## src/rtl/core/lksa_pkg.sv

```systemverilog
package lksa_pkg;

  localparam int NUM_SERVERS_DEF = 64;
  localparam int TIME_W          = 32;
  localparam int WANT_W          = 7;
  localparam int DUR_W           = 16;
  localparam int SUM_W           = 12;
  localparam int ACTIVE_W        = 7;
  localparam int BUSY_W          = 33;

  localparam logic [ACTIVE_W-1:0] ACTIVE_RESET = 7'd64;
  localparam logic [SUM_W-1:0]    SUM_MAX      = 12'hFFF;

  typedef struct packed {
    logic [TIME_W-1:0] request_time;
    logic [WANT_W-1:0] servers_wanted;
    logic [DUR_W-1:0]  duration;
  } req_t;

  typedef struct packed {
    logic             granted;
    logic [SUM_W-1:0] id_sum;
  } res_t;

  typedef struct packed {
    logic load;
    logic scan;
    logic decide;
    logic alloc;
    logic out_load;
  } cmd_t;

  typedef struct packed {
    logic scan_done;
    logic enough;
    logic alloc_done;
  } sts_t;

endpackage

```

## src/rtl/core/lksa_ctrl.sv

```systemverilog
module lksa_ctrl (
  input  logic          clk,
  input  logic          rst,
  input  logic          in_valid,
  output logic          in_stall,
  output logic          cfg_ready,
  output logic          out_valid,
  input  logic          out_stall,
  input  lksa_pkg::sts_t sts,
  output lksa_pkg::cmd_t cmd
);
  import lksa_pkg::*;

  localparam logic [2:0] S_IDLE   = 3'd0;
  localparam logic [2:0] S_SCAN   = 3'd1;
  localparam logic [2:0] S_DECIDE = 3'd2;
  localparam logic [2:0] S_ALLOC  = 3'd3;
  localparam logic [2:0] S_DONE   = 3'd4;

  logic [2:0] state;
  logic [2:0] state_next;

  always_comb begin
    cmd        = '0;
    state_next = state;
    unique case (state)
      S_IDLE: begin
        if (in_valid) begin
          cmd.load   = 1'b1;
          state_next = S_SCAN;
        end
      end
      S_SCAN: begin
        if (sts.scan_done) begin
          state_next = S_DECIDE;
        end else begin
          cmd.scan = 1'b1;
        end
      end
      S_DECIDE: begin
        cmd.decide = 1'b1;
        state_next = sts.enough ? S_ALLOC : S_DONE;
      end
      S_ALLOC: begin
        if (sts.alloc_done) begin
          state_next = S_DONE;
        end else begin
          cmd.alloc = 1'b1;
        end
      end
      S_DONE: begin
        if (!out_valid || !out_stall) begin
          cmd.out_load = 1'b1;
          state_next   = S_IDLE;
        end
      end
      default: begin
        state_next = S_IDLE;
      end
    endcase
  end

  always_ff @(posedge clk) begin
    if (rst) begin
      state     <= S_IDLE;
      out_valid <= 1'b0;
    end else begin
      state <= state_next;
      if (cmd.out_load) begin
        out_valid <= 1'b1;
      end else if (!out_stall) begin
        out_valid <= 1'b0;
      end
    end
  end

  assign in_stall  = (state != S_IDLE);
  assign cfg_ready = (state == S_IDLE);

endmodule

```

## src/rtl/core/lksa_dp.sv

```systemverilog
module lksa_dp #(
  parameter int NUM_SERVERS = lksa_pkg::NUM_SERVERS_DEF
) (
  input  logic                            clk,
  input  logic                            rst,
  input  lksa_pkg::cmd_t                  cmd,
  input  lksa_pkg::req_t                  req,
  input  logic                            cfg_we,
  input  logic [lksa_pkg::ACTIVE_W-1:0]   cfg_data,
  output lksa_pkg::sts_t                  sts,
  output lksa_pkg::res_t                  res
);
  import lksa_pkg::*;

  localparam int IW = (NUM_SERVERS > 1) ? $clog2(NUM_SERVERS) : 1;
  localparam int CW = $clog2(NUM_SERVERS + 1);

  logic [ACTIVE_W-1:0]    active;
  logic [TIME_W-1:0]      t;
  logic [WANT_W-1:0]      want;
  logic [WANT_W-1:0]      left;
  logic [BUSY_W-1:0]      busy_end;
  logic [CW-1:0]          n;
  logic [CW-1:0]          idx;
  logic [CW-1:0]          cnt;
  logic                   pend;
  logic [IW-1:0]          pend_idx;
  logic [NUM_SERVERS-1:0] free_vec;
  logic [SUM_W-1:0]       sum;
  logic                   granted;

  logic [BUSY_W-1:0]      mem [NUM_SERVERS];
  logic [NUM_SERVERS-1:0] vld;
  logic [BUSY_W-1:0]      rd_data;
  logic                   rd_vld;

  logic [CW-1:0]          n_next;
  logic                   in_range;
  logic                   rd_en;
  logic                   wr_en;
  logic                   is_free;
  logic [BUSY_W-1:0]      entry;
  logic [SUM_W:0]         sum_add;
  logic [SUM_W-1:0]       sum_next;

  always_comb begin
    if (32'(active) > 32'(NUM_SERVERS)) begin
      n_next = CW'(NUM_SERVERS);
    end else begin
      n_next = CW'(active);
    end
  end

  assign in_range = (idx < n);
  assign rd_en    = cmd.scan && in_range;
  assign wr_en    = cmd.alloc && (left != '0) && in_range && free_vec[idx[IW-1:0]];
  assign entry    = rd_vld ? rd_data : '0;
  assign is_free  = (entry <= {1'b0, t});
  assign sum_add  = {1'b0, sum} + (SUM_W+1)'(idx) + (SUM_W+1)'(1);
  assign sum_next = sum_add[SUM_W] ? SUM_MAX : sum_add[SUM_W-1:0];

  always_ff @(posedge clk) begin
    if (rd_en) begin
      rd_data <= mem[idx[IW-1:0]];
      rd_vld  <= vld[idx[IW-1:0]];
    end
    if (wr_en) begin
      mem[idx[IW-1:0]] <= busy_end;
    end
  end

  always_ff @(posedge clk) begin
    if (rst) begin
      vld    <= '0;
      active <= ACTIVE_RESET;
      pend   <= 1'b0;
    end else begin
      if (wr_en) begin
        vld[idx[IW-1:0]] <= 1'b1;
      end
      if (cfg_we) begin
        active <= cfg_data;
      end
      if (cmd.load) begin
        pend <= 1'b0;
      end else if (cmd.scan) begin
        pend <= in_range;
      end
    end
  end

  always_ff @(posedge clk) begin
    if (cmd.load) begin
      t        <= req.request_time;
      want     <= req.servers_wanted;
      busy_end <= {1'b0, req.request_time} + BUSY_W'(req.duration);
      n        <= n_next;
      idx      <= '0;
      cnt      <= '0;
    end
    if (cmd.scan) begin
      if (in_range) begin
        pend_idx <= idx[IW-1:0];
        idx      <= idx + CW'(1);
      end
      if (pend) begin
        free_vec[pend_idx] <= is_free;
        if (is_free) begin
          cnt <= cnt + CW'(1);
        end
      end
    end
    if (cmd.decide) begin
      granted <= sts.enough;
      sum     <= '0;
      left    <= want;
      idx     <= '0;
    end
    if (cmd.alloc && (left != '0) && in_range) begin
      if (free_vec[idx[IW-1:0]]) begin
        sum  <= sum_next;
        left <= left - WANT_W'(1);
      end
      idx <= idx + CW'(1);
    end
    if (cmd.out_load) begin
      res.granted <= granted;
      res.id_sum  <= sum;
    end
  end

  assign sts.scan_done  = !in_range && !pend;
  assign sts.enough     = (32'(cnt) >= 32'(want));
  assign sts.alloc_done = (left == '0) || !in_range;

endmodule

```

## src/rtl/core/lowest_k_server_allocator_top.sv

```systemverilog
// channel | direction | handshake          | payload
// cfg     | in        | cfg_valid/ready    | cfg_data (active servers)
// in      | in        | in_valid/in_stall  | in_data  (lksa_pkg::req_t)
// out     | out       | out_valid/out_stall| out_data (lksa_pkg::res_t)
//
// One request at a time: the busy-until memory is scanned through its single
// registered read port, a decision follows, then allocation (skipped on a
// refusal), then the result is loaded; the scan covers the first n servers,
// where n is the active server count, capped at NUM_SERVERS.
// Synchronous active-high reset clears all servers to free and active to 64.
// A stalled result waits in the output register while the next request runs.
module lowest_k_server_allocator_top #(
  parameter int NUM_SERVERS = lksa_pkg::NUM_SERVERS_DEF
) (
  input  logic                          clk,
  input  logic                          rst,
  input  logic                          cfg_valid,
  output logic                          cfg_ready,
  input  logic [lksa_pkg::ACTIVE_W-1:0] cfg_data,
  input  logic                          in_valid,
  output logic                          in_stall,
  input  lksa_pkg::req_t                in_data,
  output logic                          out_valid,
  input  logic                          out_stall,
  output lksa_pkg::res_t                out_data
);
  import lksa_pkg::*;

  cmd_t cmd;
  sts_t sts;
  logic cfg_we;

  assign cfg_we = cfg_valid && cfg_ready;

  lksa_ctrl u_ctrl (
    .clk       (clk),
    .rst       (rst),
    .in_valid  (in_valid),
    .in_stall  (in_stall),
    .cfg_ready (cfg_ready),
    .out_valid (out_valid),
    .out_stall (out_stall),
    .sts       (sts),
    .cmd       (cmd)
  );

  lksa_dp #(
    .NUM_SERVERS (NUM_SERVERS)
  ) u_dp (
    .clk      (clk),
    .rst      (rst),
    .cmd      (cmd),
    .req      (in_data),
    .cfg_we   (cfg_we),
    .cfg_data (cfg_data),
    .sts      (sts),
    .res      (out_data)
  );

endmodule

```

## config.mk

```make
export PLATFORM = sky130hd
export DESIGN_NAME = lowest_k_server_allocator_top
export DESIGN_NICKNAME = d
export VERILOG_FILES = /design/src/rtl/core/lksa_pkg.sv /design/src/rtl/core/lksa_ctrl.sv /design/src/rtl/core/lksa_dp.sv /design/src/rtl/core/lowest_k_server_allocator_top.sv
export SDC_FILE = /design/constraint.sdc
export NUM_CORES = 2
export LEC_CHECK = 0
export BUFFER_PORTS_ARGS = -buffer_cell sky130_fd_sc_hd__buf_2
export CAP_MARGIN = 20
export CORE_MARGIN = 4
export CORE_UTILIZATION = 36
export DETAILED_ROUTE_END_ITERATION = 12
export PLACE_DENSITY_LB_ADDON = 0.08
export SLEW_MARGIN = 20
export SYNTH_ARGS = -nofsm -noshare
export SYNTH_HDL_FRONTEND = slang
export SYNTH_HIERARCHICAL = 1
export SYNTH_SLANG_ARGS = --single-unit
export TNS_END_PERCENT = 50
```

## constraint.sdc

```tcl
create_clock -name clk -period 5.5 [get_ports clk]
set_input_delay 0.825 -clock clk [delete_from_list [all_inputs] [get_ports clk]]
set_output_delay 0.825 -clock clk [all_outputs]
set_load 0.005 [all_outputs]
```

=== Yosys cells after proc, flatten, opt, wreduce, memory -nomap -nowiden ===
Memory sizes are Yosys's and may differ from the RTL's. A register that Yosys moved wholly into a read port is not among the register bits.
Cells that the tools add are included.

* Memories: 1
* Output and inout bits: 16
* Logic and storage cells: 111
* Bits in registers: 273
* RAM bits: 2112

* Add/subtract/negate cells: 6
* Bitwise logic cells: 1
* Equality and inequality tests: 9
* Mux-type cells: 45
* $lt $le $gt $ge: 8
* Reductions and logical operators: 22

{| class="wikitable"
|+ Memories
! memory !! words !! bits a word !! rd ports !! clocked after Yosys merged registers in !! wr ports !! line !! text
|-
| u_dp.mem || 64 || 33 || 1 || 1 || 1 || lksa_dp.sv:32 || <nowiki>logic [BUSY_W-1:0] mem [NUM_SERVERS];</nowiki>
|}

{| class="wikitable"
|+ Operator list
! kind !! number
|-
| two-way mux 7 bit || 12
|-
| bitwise mux 64 bit || 1
|-
| bitwise OR 64 bit || 1
|-
| two-way mux 12 bit || 4
|-
| adder 32 x 16 -> 33 bit || 1
|-
| less-or-equal comparator 33 x 32 -> 1 bit || 1
|-
| two-way mux 33 bit || 1
|-
| two-way mux 1 bit || 17
|-
| two-way mux 3 bit || 5
|-
| case mux 3 bit (5 select lines) || 1
|-
| adder 7 x 1 -> 7 bit, second input constant || 2
|-
| < comparator 6 x 7 -> 1 bit, second input constant || 2
|-
| adder 12 x 7 -> 13 bit || 1
|-
| adder 13 x 1 -> 13 bit, second input constant || 1
|-
| binary-select mux 1 bit (select 6 bit) || 2
|-
| demux 1 bit (select 6 bit) || 2
|-
| greater-or-equal comparator 6 x 1 -> 1 bit, second input constant || 2
|-
| logical AND 1 bit || 8
|-
| greater-or-equal comparator 7 bit || 1
|-
| > comparator 7 bit, second input constant || 1
|-
| logical NOT 7 bit || 1
|-
| < comparator 7 bit || 1
|-
| nonzero test 7 bit || 1
|-
| subtractor 7 x 1 -> 7 bit, second input constant || 1
|-
| other kinds (12) || 21
|}

=== Longest topological paths before layout ===
* Depth after elaboration: 10
* Gate-level depth with buffers: 18

=== Hierarchy ===
Netlist, hierarchy kept.

{| class="wikitable"
|+ Modules (own cells, without submodules)
! module !! instances !! area an instance (um^2) !! cells each
|-
| lksa_dp || 1 || 89612.2 || 5187
|-
| lksa_ctrl || 1 || 266.5 || 32
|-
| lowest_k_server_allocator_top || 1 || 6.3 || 1
|}

=== Worst setup path before layout ===
No wires, ideal clock.

* Path kind: register to register
* From: register u_dp.idx[0]
* To: memory u_dp.mem[10][0] (enable)
* Clock period less this slack: 4971 ps
* Path slack: 529 ps
* Cell stages (with the launch flop): 19
* Path buffers: 5
* Data arrival time: 4548 ps
* Path through: dfxtp_1 buf_6 buf_2 nand2b_1 a21o_1 a21oi_1 o21ai_0 a21oi_1 nand2_1 or2b_1 nor2_1 nand2_1 a211oi_1 and2_1 buf_6 buf_6 nand2_1 buf_4 nor2_1

{| class="wikitable"
|+ RTL lines
! element !! line !! text
|-
| start: declaration || lksa_dp.sv:24 || <nowiki>logic [CW-1:0] idx;</nowiki>
|-
| start signal: assignment || lksa_dp.sv:104 || <nowiki>idx <= idx + CW'(1);</nowiki>
|-
| start signal: assignment || lksa_dp.sv:124 || <nowiki>idx <= idx + CW'(1);</nowiki>
|-
| end: declaration || lksa_dp.sv:32 ||
|}

==> flow_summary.yaml <==
setup_path:
  crit_path_end_kind: "flop"
  path_buf_inv: 3
  reg2reg_depth: 16
  r2r-start: "u_dp/n[1]"
  slowest_stage: "nor2_4"
  critPathRequiredTime_ps: 6080
  crit_chain: "inv_1 -> ha_1 -> a21o_1 -> a21oi_1 -> o21ai_0 -> a21oi_1 -> nand2_1 -> or2b_1 -> nor2_1 -> nand2_1 -> a211oi_1 -> and2_2 -> nand2_1 -> buf_12 -> nor2_4 -> buf_4"
  worstSetupPathType: "flop to flop"
  cp.depth: 16
  cp_max_fo: 18
  r2r-end: "u_dp/mem[36][2]"
  arrival_ps: 5100
  cp_common_cell: "nand2_1"
  setup.worst_path.start_class: "flop"
  crit_family: "simple AND/OR/NAND/NOR gates"
  slowest_delay_ps: 480
  reg2reg_slack_ps: 980
placement:
  gp_congestion: 0.786
  numPortBuffers: 82
  hpwl_um: 178000
  dp_cells: 8543
timing:
  drv_slew: 0
  period_needed_ps: 4520
  finalSetupTns_ps: 0
  skew_ps: 60.6
  rsz0062_at_grt: "false"
  slew_headroom_pct: 25.1
  worst_slew_pin_slew_ps: 1120
  finalSetupViolCount: 0
  clock.fmax_ghz: 0.221
  hold_viol: 0
  period_share_pct: 82.2
hold_path:
  min_to: "u_dp/want[1]"
  min_from: "in_data[17]"
  min_path_cells: 1
  hold_path_class: "input pin to flop"
clock_tree:
  cts.sinks: 2418
  holdBufCountCts: 0
  root_buffer: "clkbuf_16"
  cts_tree: "yes"
  cts_max_level: 5
  cts_buffers: 280
  cts_resized: 0
  cts_setup_buffers: 0
  clk_pin_slew_ps: 60
  clock_path_buffers: 4
  clk_latency_ps: 930
layout:
  final_cells: 9009
  nNetsFinal: 5636
  drive_gt1_share_pct: 14.0
  area_growth_syn_to_layout_pct: 16.2
detailed_routing:
  vias: 51600
  drcViolationCount: 0
  dr.pass1.iters: 7
  finalWirelength_um: 291000
  viasPerCell: 5.73
  antenna_left: 0
  wire_per_inst_um: 32.3
  drtIter0Drc: 5713
floorplanning:
  chipWidth_um: 508
  dieArea_mm2: 0.258
  start_util_pct: 36.2
  pin_count: 83
  coreArea_mm2: 0.248
  fp-row-count: 183
  fp.dieH_um: 508
global_routing:
  grt_usage_pct: 22.1
  grt_pass1_vias: 50300
  gr-total-overflow: 0
  grt_antenna_before_repair: 25
  grt_pass1_wl_um: 406000
  grt_max_degree: 90
power:
  peakVddDrop_mv: 0.357
  power_density_mw_per_mm2: 433
  pwr-share-seq_pct: 47.1
  p_int_mw: 32.7
  power.leakage_nw: 32.2
  p_comb_share_pct: 15.6
  p_sw_mw: 12.6
  switching_share_pct: 27.8
  power.share.clock_pct: 37.3
synth:
  synth_fp_nets: 5361
  mappedNetlistArea_mm2: 0.0899
  synth_edf_count: 2309
  synth_cell_types: 74
  syn_avg_cell_area_um2: 17.2
  netlist_instances: 5220
  ys_warn_count: 6
  synthArstFlopShare_pct: 0
  seq_area_frac_synth_pct: 79.6
  ys.flop_type: "edfxtp_1"
  synth_seq_cells: 2418
run_status:
  status: "finished, final reports clean"
flow_run:
  maxCapViolCount: 0
-- cell families after synthesis --
family	share of synthesized area, %
mux	0.443
fa+ha+maj	1.05
flops	79.6
compound gates	13.1
simple gates	3.51
buf+inv	1.96
xor+xnor	0.390
-- registers in the layout, indices dropped and copies added (netlist names) --
| signal | flops |
|---|---|
| u_dp/res | 13 |
| u_dp/n | 7 |
| u_dp/left | 7 |
| u_dp/mem | 2112 |
| u_dp/want | 7 |
| u_dp/vld | 64 |
| u_dp/sum | 12 |
| u_dp/cnt | 7 |
| u_ctrl/state | 3 |
| u_dp/free_vec | 64 |
| u_dp/t | 32 |
| u_dp/pend_idx | 6 |
| u_dp/rd_data | 33 |
| u_dp/idx | 7 |
| u_dp/rd_vld | 1 |
| u_dp/busy_end | 33 |
| u_dp/active | 7 |
| u_ctrl/out_valid | 1 |
| u_dp/pend | 1 |
| u_dp/granted | 1 |
-- area by class of cell --
type / instances / area [um2]
Fill cell: 22100 / 144000
Sequential cell: 2418 / 71500
Multi-Input combinational cell: 2356 / 17200
Clock buffer: 348 / 7450
Tap cell: 3330 / 4170
Timing Repair Buffer: 335 / 3070
Clock inverter: 113 / 643
Inverter: 104 / 390
Antenna cell: 5 / 12.5
-- per-stage QoR --
stage                     setup WS [ps]  cell area, um2  power, mW  hold WS [ps]  utilization, %
final                               980          104000       45.2          99.2            42.0
after floorplan                     529           89900       25.2           400               -
after detailed placement            884           96400       28.8           422            38.8
after CTS                           888          104000       45.7          26.2            42.0
after global placement              567           95700       28.8           406            38.5
after global routing                655          104000       46.8          40.2            42.0
-- layer usage --
layer	share of wire (%)	global-route usage, %	routed length, um
met3	6.6	3.81	19300
met2	45	33.6	131000
met1	46	33.0	134000
met5	0	0	0
met4	2.3	5.26	6710
-- cell usage in the layout, fill, tap and decap left out, drive strengths merged, types with 8 or more instances in the layout --
| master | n |
|---|---|
| clkinv | 102 |
| a31oi | 171 |
| a22o | 180 |
| a22oi | 727 |
| nand4 | 100 |
| clkbuf | 348 |
| ha | 72 |
| and2 | 42 |
| nand2b | 18 |
| a211oi | 9 |
| xnor2 | 34 |
| a221oi | 182 |
| buf | 334 |
| o211ai | 13 |
| nor2 | 213 |
| nand3b | 13 |
| or3 | 8 |
| nand2 | 63 |
| nand3 | 73 |
| o22ai | 36 |
| edfxtp | 2309 |
| a41oi | 31 |
| a21o | 15 |
| nor4 | 22 |
| a21oi | 133 |
| nor3 | 17 |
| inv | 107 |
| mux2i | 27 |
| and3 | 14 |
| nor2b | 18 |
| o21ai | 36 |
| dfxtp | 109 |
-- power by group through the flow --
stage | sequential, mW | clock, mW | combinational (mW)
6_report | 21.3 | 16.9 | 7.05
5_1_grt | 21.3 | 18.0 | 7.50
3_5_place_dp | 21.7 | 0 | 7.10
2_1_floorplan | 21.8 | 0 | 3.42
3_3_place_gp | 21.7 | 0 | 7.07
4_1_cts | 21.3 | 17.3 | 7.13
-- synthesized netlist by cell type (10+ instances only) --
cell      number  area, um2
edfxtp_1    2309      69300
a22oi_1      727       5460
clkbuf_1     271       1020
nor2_1       213        800
a221oi_1     182       1590
a22o_1       180       1580
a31oi_1      171       1070
a21oi_1      132        661
dfxtp_1      109       2180
inv_1        101        379
nand4_1      100        626
nand3_1       73        365
ha_1          72        901
nand2_1       63        236
buf_1         48        180
and2_1        41        257
o22ai_1       36        225
o21ai_0       35        175
xnor2_1       34        298
a41oi_1       31        272
mux2i_1       27        270
nor4_1        22        138
nand2b_1      18        113
nor2b_1       18        113
nor3_1        17       85.1
a21o_1        15        113
and3_1        14       87.6
nand3b_1      13       97.6
o211ai_1      13       97.6
buf_2         10       50.1
-- how the worst max path moves through the flow --
stage / startpoint / end / slack (ps)
after CTS: u_dp/n[1] / u_dp/mem[36][7] / 890
after floorplan: u_dp/idx[0] / u_dp/mem[10][0] / 530
after global placement: u_dp/rd_vld / u_dp/cnt[1] / 570
after global routing: u_dp/n[4] / u_dp/mem[36][2] / 650
after detailed placement: u_dp/n[1] / u_dp/mem[36][11] / 880
final: u_dp/n[1] / u_dp/mem[36][2] / 980
Note: power is estimated with default switching activity, not from simulation.
